--- src/antialiased_line_raster_defines.svh ---
// Assertion macros shared by the line rasterizer.
`ifndef ANTIALIASED_LINE_RASTER_DEFINES_SVH
`define ANTIALIASED_LINE_RASTER_DEFINES_SVH
// Implication checked on every clock edge outside reset.
`define ALR_ASSERT_IMPL(label, ante, cons, msg) \
  label: assert property (@(posedge clk_i) disable iff (!rst_ni) (ante) |-> (cons)) \
    else $error(msg);
// Next-cycle implication checked outside reset.
`define ALR_ASSERT_NEXT(label, ante, cons, msg) \
  label: assert property (@(posedge clk_i) disable iff (!rst_ni) (ante) |=> (cons)) \
    else $error(msg);
`endif

--- src/alr_divider.sv ---
// Restoring divider, one quotient bit per cycle.
module alr_divider #(
  parameter int unsigned NumW = 26,
  parameter int unsigned DenW = 10
) (
  input  logic            clk_i,
  input  logic            rst_ni,
  input  logic            start_i,
  input  logic [NumW-1:0] num_i,
  input  logic [DenW-1:0] den_i,
  output logic            busy_o,
  output logic [NumW-1:0] quo_o
);
  localparam int unsigned CntW = $clog2(NumW + 1);
  logic [NumW-1:0] quo_q, quo_d;
  logic [DenW:0]   rem_q, rem_d;
  logic [DenW-1:0] den_q, den_d;
  logic [CntW-1:0] cnt_q, cnt_d;
  logic [DenW:0]   trial;

  // Shift in one numerator bit and try a subtract.
  always_comb begin
    quo_d = quo_q;
    rem_d = rem_q;
    den_d = den_q;
    cnt_d = cnt_q;
    trial = {rem_q[DenW-1:0], quo_q[NumW-1]};
    if (start_i) begin
      quo_d = num_i;
      rem_d = '0;
      den_d = den_i;
      cnt_d = CntW'(NumW);
    end else if (cnt_q != '0) begin
      if (trial >= {1'b0, den_q}) begin
        rem_d = trial - {1'b0, den_q};
        quo_d = {quo_q[NumW-2:0], 1'b1};
      end else begin
        rem_d = trial;
        quo_d = {quo_q[NumW-2:0], 1'b0};
      end
      cnt_d = cnt_q - 1'b1;
    end
  end

  always_ff @(posedge clk_i or negedge rst_ni) begin
    if (!rst_ni) begin
      cnt_q <= '0;
    end else begin
      cnt_q <= cnt_d;
    end
  end

  always_ff @(posedge clk_i) begin
    quo_q <= quo_d;
    rem_q <= rem_d;
    den_q <= den_d;
  end

  assign busy_o = (cnt_q != '0);
  assign quo_o  = quo_q;
endmodule

--- config.mk ---
export PLATFORM = sky130hd
export DESIGN_NAME = alr_divider
export DESIGN_NICKNAME = d
export VERILOG_FILES = /design/src/antialiased_line_raster_defines.svh /design/src/alr_divider.sv
export SDC_FILE = /design/constraint.sdc
export NUM_CORES = 1
export LEC_CHECK = 0
export BUFFER_PORTS_ARGS = -buffer_cell sky130_fd_sc_hd__buf_2
export CORE_MARGIN = 2
export CORE_UTILIZATION = 50
export DETAILED_ROUTE_END_ITERATION = 10
export PLACE_DENSITY = 0.76
export SLEW_MARGIN = 30
export SYNTH_ARGS = -nofsm -noshare
export SYNTH_HDL_FRONTEND = slang
export SYNTH_SLANG_ARGS = --single-unit
export TNS_END_PERCENT = 50
--- constraint.sdc ---
create_clock -name clk_i -period 2.5 [get_ports clk_i]
set_clock_uncertainty 0.1 [all_clocks]
set_input_delay 0.5 -clock clk_i [delete_from_list [all_inputs] [get_ports clk_i]]
set_output_delay 0.5 -clock clk_i [all_outputs]
set_load 0.01 [all_outputs]
==> impl_results.md <==
- Combinational share of power: 0.358
- Clk slew on worst S/H paths: 90 ps
- Ys async rst share: 0.0980
- Core Box Area: 5070 um^2
- Final-stage net count: 334
- Post-synth EDFFs: 36
- Post-route ant nets: 0
- Max-cap violation count: 0
- Fin Setup TNS: 0 ps
- CTS Buf Count: 5
- Final Hold Slack: 261 ps
- Via Count: 1,830
- Final min period: 2380 ps
- Int Pwr: 1.69 mW
- Row cnt: 26
- Gpl congestion: 0.951
- P_leak: 1.36 nW
- IO Pins: 66
- Area delta synth->final: 20.6%
- Post-Syn Area: 2600 um^2
- Routed WL per cell: 14.2 um
- Clk sink count: 51
- Worst min path class: in2reg
- PwrDens: 810 nW/um^2
- Via/cell ratio: 5.18
- Synth Warn #: 0
- Relative slew slack: 0.641
- Outcome: complete, no violations
- Number of distinct library cells after synthesis: 43
- Antenna cells: 0
- Placement-stage cell area: 3020 um^2
- Chip width: 76.1 um
- Worst-Skew Late Latency: 310 ps
- Final wirelength: 5020 um
- Filler Cells Inserted: 419
- GRT overflow: 0
- CTS tree: built
- Final Max Tran Viols: 0
- Startpoint types: flip-flop
- Largest net degree at the start of global routing: 27
- CP required: 2620 ps
- Final period utilization: 0.953
- Crit-path max FO: 14
- Sw frac: 0.336
- Chip height: 76.1 um
- Total GRT Usage: 0.181
- Mapped Cells: 212
- Initial DRC Count: 57
- Psw: 0.852 mW
- Residual DRC: 0
- R2R Setup Slk: 120 ps
- H-tree Lvls: 2
- First-pass GRT wire length: 8340 um
- #FFs+latches synth: 51
- Root Driver: clkbuf_8
- Max VDD drop: 0.411 mV
- Post-Layout Inst Area: 3130 um^2
- Final setup violation count: 0
- Fraction of layout instances using a drive strength above 1: 0.396
- Sequential share of the synthesized area: 0.541
- CP endpoint kind: flip-flop
- Die ar.: 5790 um^2
- Port bufs: 65
- F_max: 420 MHz
- Clk network pwr share: 0.189
- Post-Syn Area per Cell: 12.3 um^2
- Effective utilization at floorplan: 0.512
- Crit Path Class: reg2reg
- Worst-Margin Slew: 525 ps
- Top FF cell, synth: edfxtp_1
- Vias in the first global route: 1,807
- Arrival @ worst endpoint: 2510 ps
- Clk buf depth: 2
- Initial antenna violation count: 0
- Synth Net Count: 264
- Post-DP HPWL: 3730 um
- Final Hold Viols: 0
- Reg power frac: 0.453
- Initial DRT Pass Iterations: 4
[final timing paths]
kind / start / endpoint / cells after the start
setup / recovery: rem_q[7] / rem_q[5] / 7
hold / removal: den_i[8] / den_q[8] / 1
setup reg to reg: rem_q[7] / rem_q[5] / 7
hold reg to reg: cnt_q[4] / cnt_q[4] / 1
max in group asynchronous: rst_ni / cnt_q[4] / 2
min in group asynchronous: rst_ni / cnt_q[0] / 2
[cell families (layout without fill, tap and decap cells)]
family	after synthesis	after routing	synth area share
flip-flops	51	51	0.541
AND/OR/NAND/NOR	40	40	0.0737
buffers and inverters	28	99	0.0433
adder cells (fa/ha/maj)	13	13	0.0655
XOR/XNOR	8	8	0.0270
AO/OA/AOI/OAI	41	41	0.117
multiplexers	31	31	0.132
[power groups by stage]
stage                     Clock, mW  Combinational, mW  Sequential, mW
after global routing          0.522               1.01            1.17
after global placement            0              0.878            1.16
after detailed placement          0              0.895            1.16
after CTS                     0.494              0.899            1.15
final                         0.479              0.908            1.15
after floorplan                   0              0.674            1.17
[cell usage in the layout, fill, tap and decap left out, types with 2 or more instances in the layout]
cell type	n
nor2b_1	2
xor2_1	2
o21ai_0	5
a211oi_2	2
dfxtp_1	10
ha_1	12
a21oi_1	7
inv_1	19
nor2_1	17
dfrtp_1	5
nor3_1	2
nand2_1	9
o211ai_1	2
a31oi_1	2
o31a_1	2
clkbuf_8	5
edfxtp_1	36
buf_2	65
o21a_1	3
nand2b_1	4
a211oi_1	2
mux2i_1	5
buf_4	4
a21o_1	2
o22ai_1	2
o31ai_1	3
xnor2_1	6
mux2_2	26
[repair_timing]
item / CTS / global route
endpoints found under the setup margin: 0 / 3
buffers inserted: 0 / 0
endpoints found under the hold margin: 5 / 0
hold buffers: 1 / 0
gates resized for setup: 0 / 3
[final cells by class]
type / count / area, um^2 / share of cell area
multi-input cells: 133 / 1090 / 0.348
repair buffers: 71 / 385 / 0.123
clock inverters: 2 / 16.3 / 0.00519
clock buffers: 6 / 72.6 / 0.0232
flip-flops and latches: 51 / 1410 / 0.449
well taps: 70 / 87.6 / 0.0280
inverters: 20 / 75.1 / 0.0240
[sequential cells by signal (all words and copies together) (netlist names)]
register  cells
quo_o        26
den_q        10
rem_q        10
cnt_q         5
[per-stage QoR]
stage / setup slack, ps / utilization / power (mW) / cells
2_1_floorplan: 421 / - / 1.85 / 212
6_report: 117 / 0.617 / 2.54 / 353
3_3_place_gp: 222 / 0.596 / 2.04 / 344
4_1_cts: 90.3 / 0.615 / 2.54 / 353
5_1_grt: -34.4 / 0.617 / 2.70 / 353
3_5_place_dp: 168 / 0.596 / 2.06 / 344
[Yosys cell counts (2+ instances only)]
cell type  number  share of area
nand2b_1        4         0.0096
a211oi_1        4          0.012
a21o_1          2         0.0058
xnor2_1         6          0.020
inv_1          19          0.027
a21oi_1         7          0.013
mux2_2         26           0.11
o31a_1          2         0.0067
o21a_1          3         0.0087
o31ai_1         3         0.0087
dfxtp_1        10          0.077
ha_1           12          0.058
o211ai_1        2         0.0058
a31oi_1         2         0.0048
dfrtp_1         5          0.048
mux2i_1         5          0.019
o22ai_1         2         0.0048
nand2_1         9          0.013
o21ai_0         5         0.0096
nor2_1         17          0.025
nor2b_1         2         0.0048
nor3_1          2         0.0039
xor2_1          2         0.0067
clkbuf_1        7          0.010
edfxtp_1       36           0.42
[routing by layer]
| metal | vias up | part of all wire | GRT usage |
|---|---|---|---|
| met5 | - | 0 | 0 |
| met4 | 0 | 0.017 | 0.0618 |
| met3 | 8 | 0.038 | 0.0438 |
| met2 | 36 | 0.49 | 0.307 |
| met1 | 875 | 0.45 | 0.229 |
| li1 | 911 | - | - |
[critical path, stage by stage (launching register included)]
cell and delay [ps]:
dfxtp_1 340, ha_1 350, a21oi_2 170, o31ai_1 90, a211o_2 380, a31oi_4 440, mux2i_1 180, a211oi_2 250
(Power assumes the default switching activity.)
