**src/antialiased_line_raster_defines.svh**
```systemverilog
// Assertion macros shared by the line rasterizer.
`ifndef ANTIALIASED_LINE_RASTER_DEFINES_SVH
`define ANTIALIASED_LINE_RASTER_DEFINES_SVH
// Implication checked on every clock edge outside reset.
`define ALR_ASSERT_IMPL(label, ante, cons, msg) \
  label: assert property (@(posedge clk_i) disable iff (!rst_ni) (ante) |-> (cons)) \
    else $error(msg);
// Next-cycle implication checked outside reset.
`define ALR_ASSERT_NEXT(label, ante, cons, msg) \
  label: assert property (@(posedge clk_i) disable iff (!rst_ni) (ante) |=> (cons)) \
    else $error(msg);
`endif

```
**src/alr_blender.sv**
```systemverilog
// Shared channel blender: one 8-bit channel mixed per use.
module alr_blender #(
  parameter int unsigned FracBits = 16
) (
  input  logic [7:0]        col_i,
  input  logic [7:0]        old_i,
  input  logic [FracBits:0] cov_i,
  output logic [7:0]        mix_o
);
  localparam logic [FracBits:0] One = (FracBits+1)'(1) << FracBits;
  logic [FracBits+9:0] sum;
  logic [FracBits:0]   inv;

  // Weighted sum of the two colors, truncated.
  always_comb begin
    inv = One - cov_i;
    sum = (FracBits+10)'(col_i) * (FracBits+10)'(cov_i)
        + (FracBits+10)'(old_i) * (FracBits+10)'(inv);
    mix_o = sum[FracBits+7:FracBits];
  end
endmodule

```
**config.mk**
```make
export PLATFORM = sky130hd
export DESIGN_NAME = alr_blender
export DESIGN_NICKNAME = d
export VERILOG_FILES = /design/src/antialiased_line_raster_defines.svh /design/src/alr_blender.sv
export SDC_FILE = /design/constraint.sdc
export NUM_CORES = 1
export LEC_CHECK = 0
export ABC_CLOCK_PERIOD_IN_PS = 15100
export BUFFER_PORTS_ARGS = -buffer_cell sky130_fd_sc_hd__clkbuf_2
export CAP_MARGIN = 20
export CORE_ASPECT_RATIO = 0.6
export CORE_UTILIZATION = 40
export DETAILED_ROUTE_END_ITERATION = 8
export GPL_TIMING_DRIVEN = 0
export PLACE_DENSITY = 0.63
export SLEW_MARGIN = 20
export SYNTH_ARGS = -nofsm -noshare
export SYNTH_HDL_FRONTEND = slang
export SYNTH_SLANG_ARGS = --single-unit
```
**constraint.sdc**
```tcl
create_clock -name vclk -period 15.1
set_clock_uncertainty 0.2 [all_clocks]
set_input_delay 3.02 -clock vclk [all_inputs]
set_output_delay 3.02 -clock vclk [all_outputs]
set_load 0.02 [all_outputs]
```
==> flow_metrics.py, run 1 <==
metrics = {
    "placement": {
        "portBuffers": 32,
        "dpl.hpwl_um": 18100,
        "gp_congestion": 0.862,
    },
    "critical_path": {
        "critical-path-max-stage-delay_ns": 0.73,
        "endpoint": "mix_o[7]",
        "end_kind": "output port",
        "path_class": "input pin to output port",
        "crit_fanout": 10,
        "slowest_stage": "o311ai_0",
        "crit_path_start": "cov_i[0]",
        "crit_path_start_kind": "input pin",
        "cp.arrival_ns": 11.06,
        "crit_top_cell": "fa_1",
        "critPathRequiredTime_ns": 11.88,
    },
    "final_layout": {
        "nClkBuffers": 0,
        "layout_common_cells": "inv_1, fa_1, nand2_1, and2_1, ha_1",
        "nets": 1296,
        "areaGrowthSynthToFinish_pct": 6.07,
        "mostFrequentLayoutCell": "inv_1",
        "n_sequential_cell": 0,
        "drive_gt1_share_pct": 4.30,
        "seq_area_um2": 0,
        "num_antenna_cells": 0,
    },
    "drt": {
        "drtAntennaViolNets": 0,
        "routed_wl_um": 20100,
        "wl_per_cell_um": 16.1,
        "vias": 5901,
        "dr.pass1.iters": 4,
        "first_iter_violations": 321,
        "drc_errors": 0,
        "vias_per_cell": 4.72,
    },
    "sta": {
        "fin_crit_ns": 14.28,
        "maxSlewHeadroom_pct": 46.1,
        "finalCritPeriodShare_pct": 94.6,
        "rsz0062_at_grt": "no",
        "fmax_mhz": 70.0,
        "finalHoldViolations": 0,
        "setup_viol": 0,
        "max_slew.worst_pin.slew_ns": 0.799,
        "finalSetupTns_ns": 0,
        "drv_slew": 0,
    },
    "global_routing": {
        "grt_pass1_vias": 6145,
        "grt_max_degree": 11,
        "overflow": 0,
        "gr-usage-all-layers_pct": 20.7,
        "grt_antenna_before_repair": 0,
        "grt_pass1_wl_um": 34200,
    },
    "worst_hold_path": {
        "holdCritStartpoint": "old_i[7]",
        "hold_class": "input pin to output port",
    },
    "yosys": {
        "syn_nets": 1262,
        "ys_types": 37,
        "yosysWarningCount": 0,
        "syn-cell-area_mm2": 0.00826,
        "syn_inst": 944,
        "post_synth.cell_area_avg_um2": 8.75,
        "synth-seq-area-share_pct": 0,
    },
    "floorplan": {
        "initial_core_util_pct": 41.1,
        "die_area_mm2": 0.0213,
        "die_w_um": 188,
        "rows": 40,
        "core-area_mm2": 0.0201,
        "io_pins": 41,
        "die_h_um": 113,
    },
    "run_status": {
        "status": "finished clean",
    },
    "clocking": {
        "cts_hold_buf": 0,
        "cts_resized": 0,
        "cts_setup_buffers": 0,
    },
    "flow_run": {
        "maxCapViolCount": 0,
    },
}
-- cells by family (layout without fill, tap and decap cells) --
| group | count (synthesis) | count (layout) | synth area share, % |
|---|---|---|---|
| xor gates and xnor gates | 29 | 29 | 3.16 |
| AOI/OAI and AO/OA | 25 | 25 | 1.92 |
| adders and majority gates | 285 | 285 | 63.0 |
| and+or+nand+nor | 310 | 310 | 18.4 |
| buffers and inverters | 295 | 327 | 13.5 |
-- how the worst min path moves through the flow --
stage | to | slack [ns] | depth (start not counted)
after floorplan | mix_o[7] | 6.28 | 3
after global routing | mix_o[7] | 6.63 | 5
after global placement | mix_o[7] | 6.60 | 5
after CTS | mix_o[7] | 6.61 | 5
final | mix_o[7] | 6.60 | 5
after detailed placement | mix_o[7] | 6.60 | 5
-- metrics by stage --
stage,area [um2],setup slack (ns),instances,hold slack [ns],util (%)
2_1_floorplan,8260,2.33,944,6.28,-
3_3_place_gp,8760,0.695,1249,6.60,43.6
3_5_place_dp,8760,0.752,1249,6.60,43.6
4_1_cts,8760,0.690,1249,6.61,43.6
5_1_grt,8760,0.172,1249,6.63,43.6
6_report,8760,0.817,1249,6.60,43.6
-- area by class of cell --
class | instances | area, um2
Buffer | 38 | 151
Fill cell | 2014 | 11400
Inverter | 257 | 965
Multi-Input combinational cell | 649 | 7150
Tap cell | 273 | 342
Timing Repair Buffer | 32 | 160
-- critical path, delay by kind of cell --
family,cells,cell delay [ns]
buffers and inverters,7,0.91
adder cells (fa/ha/maj),8,3.55
AND/OR/NAND/NOR,6,1.56
XOR/XNOR,1,0.55
AO/OA/AOI/OAI,5,1.47
-- synth_stat cells, types with 4 or more instances --
cell type | instances | area, um2
nand2b_1 | 4 | 25.0
clkbuf_1 | 36 | 135
nand3_1 | 4 | 20.0
xor2_1 | 11 | 96.3
inv_1 | 257 | 965
o21ai_0 | 6 | 30.0
ha_1 | 67 | 838
nor2_1 | 9 | 33.8
a21oi_1 | 8 | 40.0
fa_1 | 218 | 4360
nand2_1 | 168 | 631
xnor2_1 | 17 | 149
and2_1 | 108 | 676
-- layer usage --
layer / part of all wire [%] / vias to the layer above / GRT usage, %
li1: - / 2739 / -
met3: 7.0 / 4 / 1.83
met5: 0 / - / 0
met1: 54 / 2966 / 35.8
met2: 39 / 192 / 28.4
met4: 0.24 / 0 / 0.434
Power of run 1 is not shown: default switching activity piles up to over one toggle a cycle in this logic, so the estimate is an artifact.
==> run 2, diff against run 1 <==
Settings changed: ABC_CLOCK_PERIOD_IN_PS 15100 to default, CORE_UTILIZATION 40 to 50, PLACE_DENSITY 0.63 to 0.74.
==> flow_metrics.py, run 2 (synthesized netlist as in run 1, its figures left out) <==
metrics = {
    "final_layout": {
        "layout_common_cells": "inv_1, fa_1, nand2_1, and2_1, ha_1",
        "areaGrowthSynthToFinish_pct": 5.01,
        "seq_area_um2": 0,
        "mostFrequentLayoutCell": "inv_1",
        "drive_gt1_share_pct": 4.30,
        "n_sequential_cell": 0,
        "num_antenna_cells": 0,
        "nClkBuffers": 0,
        "finalInstanceArea_mm2": 0.00868,
        "nets": 1296,
    },
    "critical_path": {
        "path_class": "input pin to output port",
        "crit_path_start_kind": "input pin",
        "crit_fanout": 10,
        "end_kind": "output port",
        "critPathRequiredTime_ns": 11.88,
        "crit_path_start": "cov_i[0]",
        "endpoint": "mix_o[7]",
        "cp.arrival_ns": 11.08,
    },
    "flow_run": {
        "maxCapViolCount": 0,
    },
    "clocking": {
        "cts_hold_buf": 0,
        "cts_resized": 0,
        "cts_setup_buffers": 0,
    },
    "sta": {
        "maxSlewHeadroom_pct": 48.3,
        "rsz0062_at_grt": "no",
        "fmax_mhz": 69.9,
        "whs_ns": 6.58,
        "fin_crit_ns": 14.30,
        "setup_viol": 0,
        "finalHoldViolations": 0,
        "finalCritPeriodShare_pct": 94.7,
        "finalSetupTns_ns": 0,
        "max_slew.worst_pin.slew_ns": 0.770,
        "drv_slew": 0,
    },
    "floorplan": {
        "die_area_mm2": 0.0171,
        "die_h_um": 102,
        "core-area_mm2": 0.0157,
        "initial_core_util_pct": 52.6,
        "die_w_um": 168,
        "io_pins": 41,
        "rows": 35,
    },
    "run_status": {
        "status": "finished clean",
    },
    "placement": {
        "dpl_cell_area_mm2": 0.00868,
        "gp_congestion": 0.926,
        "dpl.hpwl_um": 17600,
        "portBuffers": 32,
    },
    "drt": {
        "vias": 5935,
        "dr.pass1.iters": 5,
        "wl_per_cell_um": 16.7,
        "drc_errors": 0,
        "first_iter_violations": 396,
        "routed_wl_um": 19600,
        "drtAntennaViolNets": 0,
        "vias_per_cell": 5.03,
    },
    "global_routing": {
        "use_met3_pct": 8.56,
        "grt_max_degree": 11,
        "grt.met2_usage_pct": 34.7,
        "grt_pass1_vias": 6109,
        "grt_antenna_before_repair": 0,
        "gr-usage-all-layers_pct": 25.7,
        "grt_pass1_wl_um": 33200,
        "met1_usage_pct": 40.8,
        "top_usage_layer": "met1",
        "overflow": 0,
    },
    "worst_hold_path": {
        "min_path_cells": 5,
        "hold_class": "input pin to output port",
    },
}
run 2: area by class of cell:
class	instances	area [um2]
repair buffers	32	160
well taps	203	254
inverters	257	965
multi-input cells	649	7150
fillers	1409	7040
plain buffers	38	151
run 2: routing by layer:
metal / up-vias / wire length (um)
met5: - / 0
met2: 269 / 7460
met4: 0 / 182
met3: 13 / 2550
met1: 2914 / 9460
li1: 2739 / -
run 2: stage by stage:
step	cells	setup WS [ns]	utilization, %
2_1_floorplan	944	2.33	-
3_3_place_gp	1179	0.727	55.2
3_5_place_dp	1179	0.670	55.2
4_1_cts	1179	0.632	55.2
5_1_grt	1179	0.268	55.2
6_report	1179	0.795	55.2
run 2: worst min path at each step:
stage / start / slack, ns / to
4_1_cts: old_i[7] / 6.58 / mix_o[7]
3_3_place_gp: old_i[7] / 6.58 / mix_o[7]
3_5_place_dp: old_i[7] / 6.57 / mix_o[7]
6_report: old_i[7] / 6.58 / mix_o[7]
5_1_grt: old_i[7] / 6.62 / mix_o[7]
2_1_floorplan: old_i[7] / 6.28 / mix_o[7]
run 2: critical path: stages:
cell      delay, ns
clkbuf_2       0.18
clkbuf_1       0.30
inv_1          0.12
ha_1           0.18
nor3b_2        0.28
nand3_1        0.29
or4_1          0.56
xor2_1         0.62
nand2_1        0.16
fa_1           0.53
inv_1          0.06
fa_1           0.48
fa_1           0.64
fa_1           0.46
fa_1           0.49
inv_1          0.05
fa_1           0.48
inv_1          0.04
ha_1           0.30
nand4_1        0.13
nor2_1         0.11
o21ai_0        0.13
o211a_1        0.29
o311ai_1       0.68
a21oi_1        0.16
o22ai_1        0.15
clkbuf_2       0.19
Power of run 2 is left out for the same reason.
==> run 3, diff against run 2 <==
Settings changed: RECOVER_POWER from default to 100.
==> flow_metrics.py, run 3 (synthesized netlist as in run 1, its figures left out) <==
metrics = {
    "run_status": {
        "status": "finished clean",
    },
    "critical_path": {
        "end_kind": "output port",
        "crit_top_cell": "fa_1",
        "crit_path_start_kind": "input pin",
        "cp.arrival_ns": 11.17,
        "crit_fanout": 10,
        "slowest_stage": "o311ai_1",
        "path_class": "input pin to output port",
        "critical-path-max-stage-delay_ns": 0.66,
        "critPathRequiredTime_ns": 11.88,
    },
    "sta": {
        "drv_slew": 0,
        "max_slew.worst_pin.slew_ns": 0.777,
        "fin_crit_ns": 14.39,
        "finalHoldViolations": 0,
        "finalCritPeriodShare_pct": 95.3,
        "fmax_mhz": 69.5,
        "finalSetupTns_ns": 0,
        "setup_viol": 0,
        "rsz0062_at_grt": "no",
        "maxSlewHeadroom_pct": 48.0,
    },
    "floorplan": {
        "core-area_mm2": 0.0157,
        "die_w_um": 168,
        "io_pins": 41,
        "rows": 35,
        "die_area_mm2": 0.0171,
        "initial_core_util_pct": 52.6,
        "die_h_um": 102,
    },
    "drt": {
        "drc_errors": 0,
        "dr.pass1.iters": 5,
        "vias_per_cell": 5.02,
        "first_iter_violations": 437,
        "drtAntennaViolNets": 0,
        "wl_per_cell_um": 16.6,
        "vias": 5924,
        "routed_wl_um": 19600,
    },
    "global_routing": {
        "grt_pass1_vias": 6109,
        "gr-usage-all-layers_pct": 25.7,
        "grt_antenna_before_repair": 0,
        "grt_pass1_wl_um": 33200,
        "overflow": 0,
        "grt_max_degree": 11,
    },
    "final_layout": {
        "seq_area_um2": 0,
        "nets": 1296,
        "finalInstanceArea_mm2": 0.00867,
        "drive_gt1_share_pct": 3.69,
        "layout_common_cells": "inv_1, fa_1, nand2_1, and2_1, ha_1",
        "mostFrequentLayoutCell": "inv_1",
        "nClkBuffers": 0,
        "areaGrowthSynthToFinish_pct": 4.92,
        "n_fill_cell": 1412,
        "stdcell_count": 1179,
        "n_sequential_cell": 0,
        "num_antenna_cells": 0,
    },
    "flow_run": {
        "maxCapViolCount": 0,
    },
    "placement": {
        "placed_cells": 1179,
        "portBuffers": 32,
        "dpl_cell_area_mm2": 0.00868,
        "dpl.hpwl_um": 17600,
        "gp_congestion": 0.926,
    },
    "clocking": {
        "cts_resized": 0,
        "cts_setup_buffers": 0,
        "cts_hold_buf": 0,
    },
    "worst_hold_path": {
        "hold_class": "input pin to output port",
    },
}
run 3: cell types whose count changed in the layout (fill, tap and decap cells not counted):
cell	before	now
and2_0	0	1
clkbuf_1	36	42
clkbuf_2	32	26
and2_1	108	107
run 3: final cells by class:
type	count	area (um2)	share of cell area [%]
buffer	38	151	1.75
inverter	257	965	11.1
multi-input combinational	649	7150	82.4
tap	203	254	2.93
timing repair buffer	32	153	1.76
run 3: path summary, 6_finish.rpt:
kind | startpoint | cells after the start | end
worst max-delay path | cov_i[0] | 27 | mix_o[7]
worst min-delay path | old_i[7] | 5 | mix_o[7]
run 3: critical path, delay by kind of cell:
kind	cells	cell delay (ns)
compound gates	5	1.39
xor+xnor	1	0.63
fa+ha+maj	8	3.58
buf+inv	7	1.01
simple gates	6	1.54
run 3: stage by stage:
step,utilization (%),hold slack (ns),setup slack (ns)
after detailed placement,55.2,6.57,0.670
after CTS,55.2,6.58,0.632
after floorplan,-,6.28,2.33
after global placement,55.2,6.58,0.727
after global routing,55.1,6.64,0.200
final,55.1,6.60,0.710
run 3: metal layers:
metal  routed length [um]  track usage, %
met5                    0               0
met4                  135            1.55
met3                 2620            8.56
met2                 7510            34.7
met1                 9350            40.8
Power of run 3 is left out for the same reason.
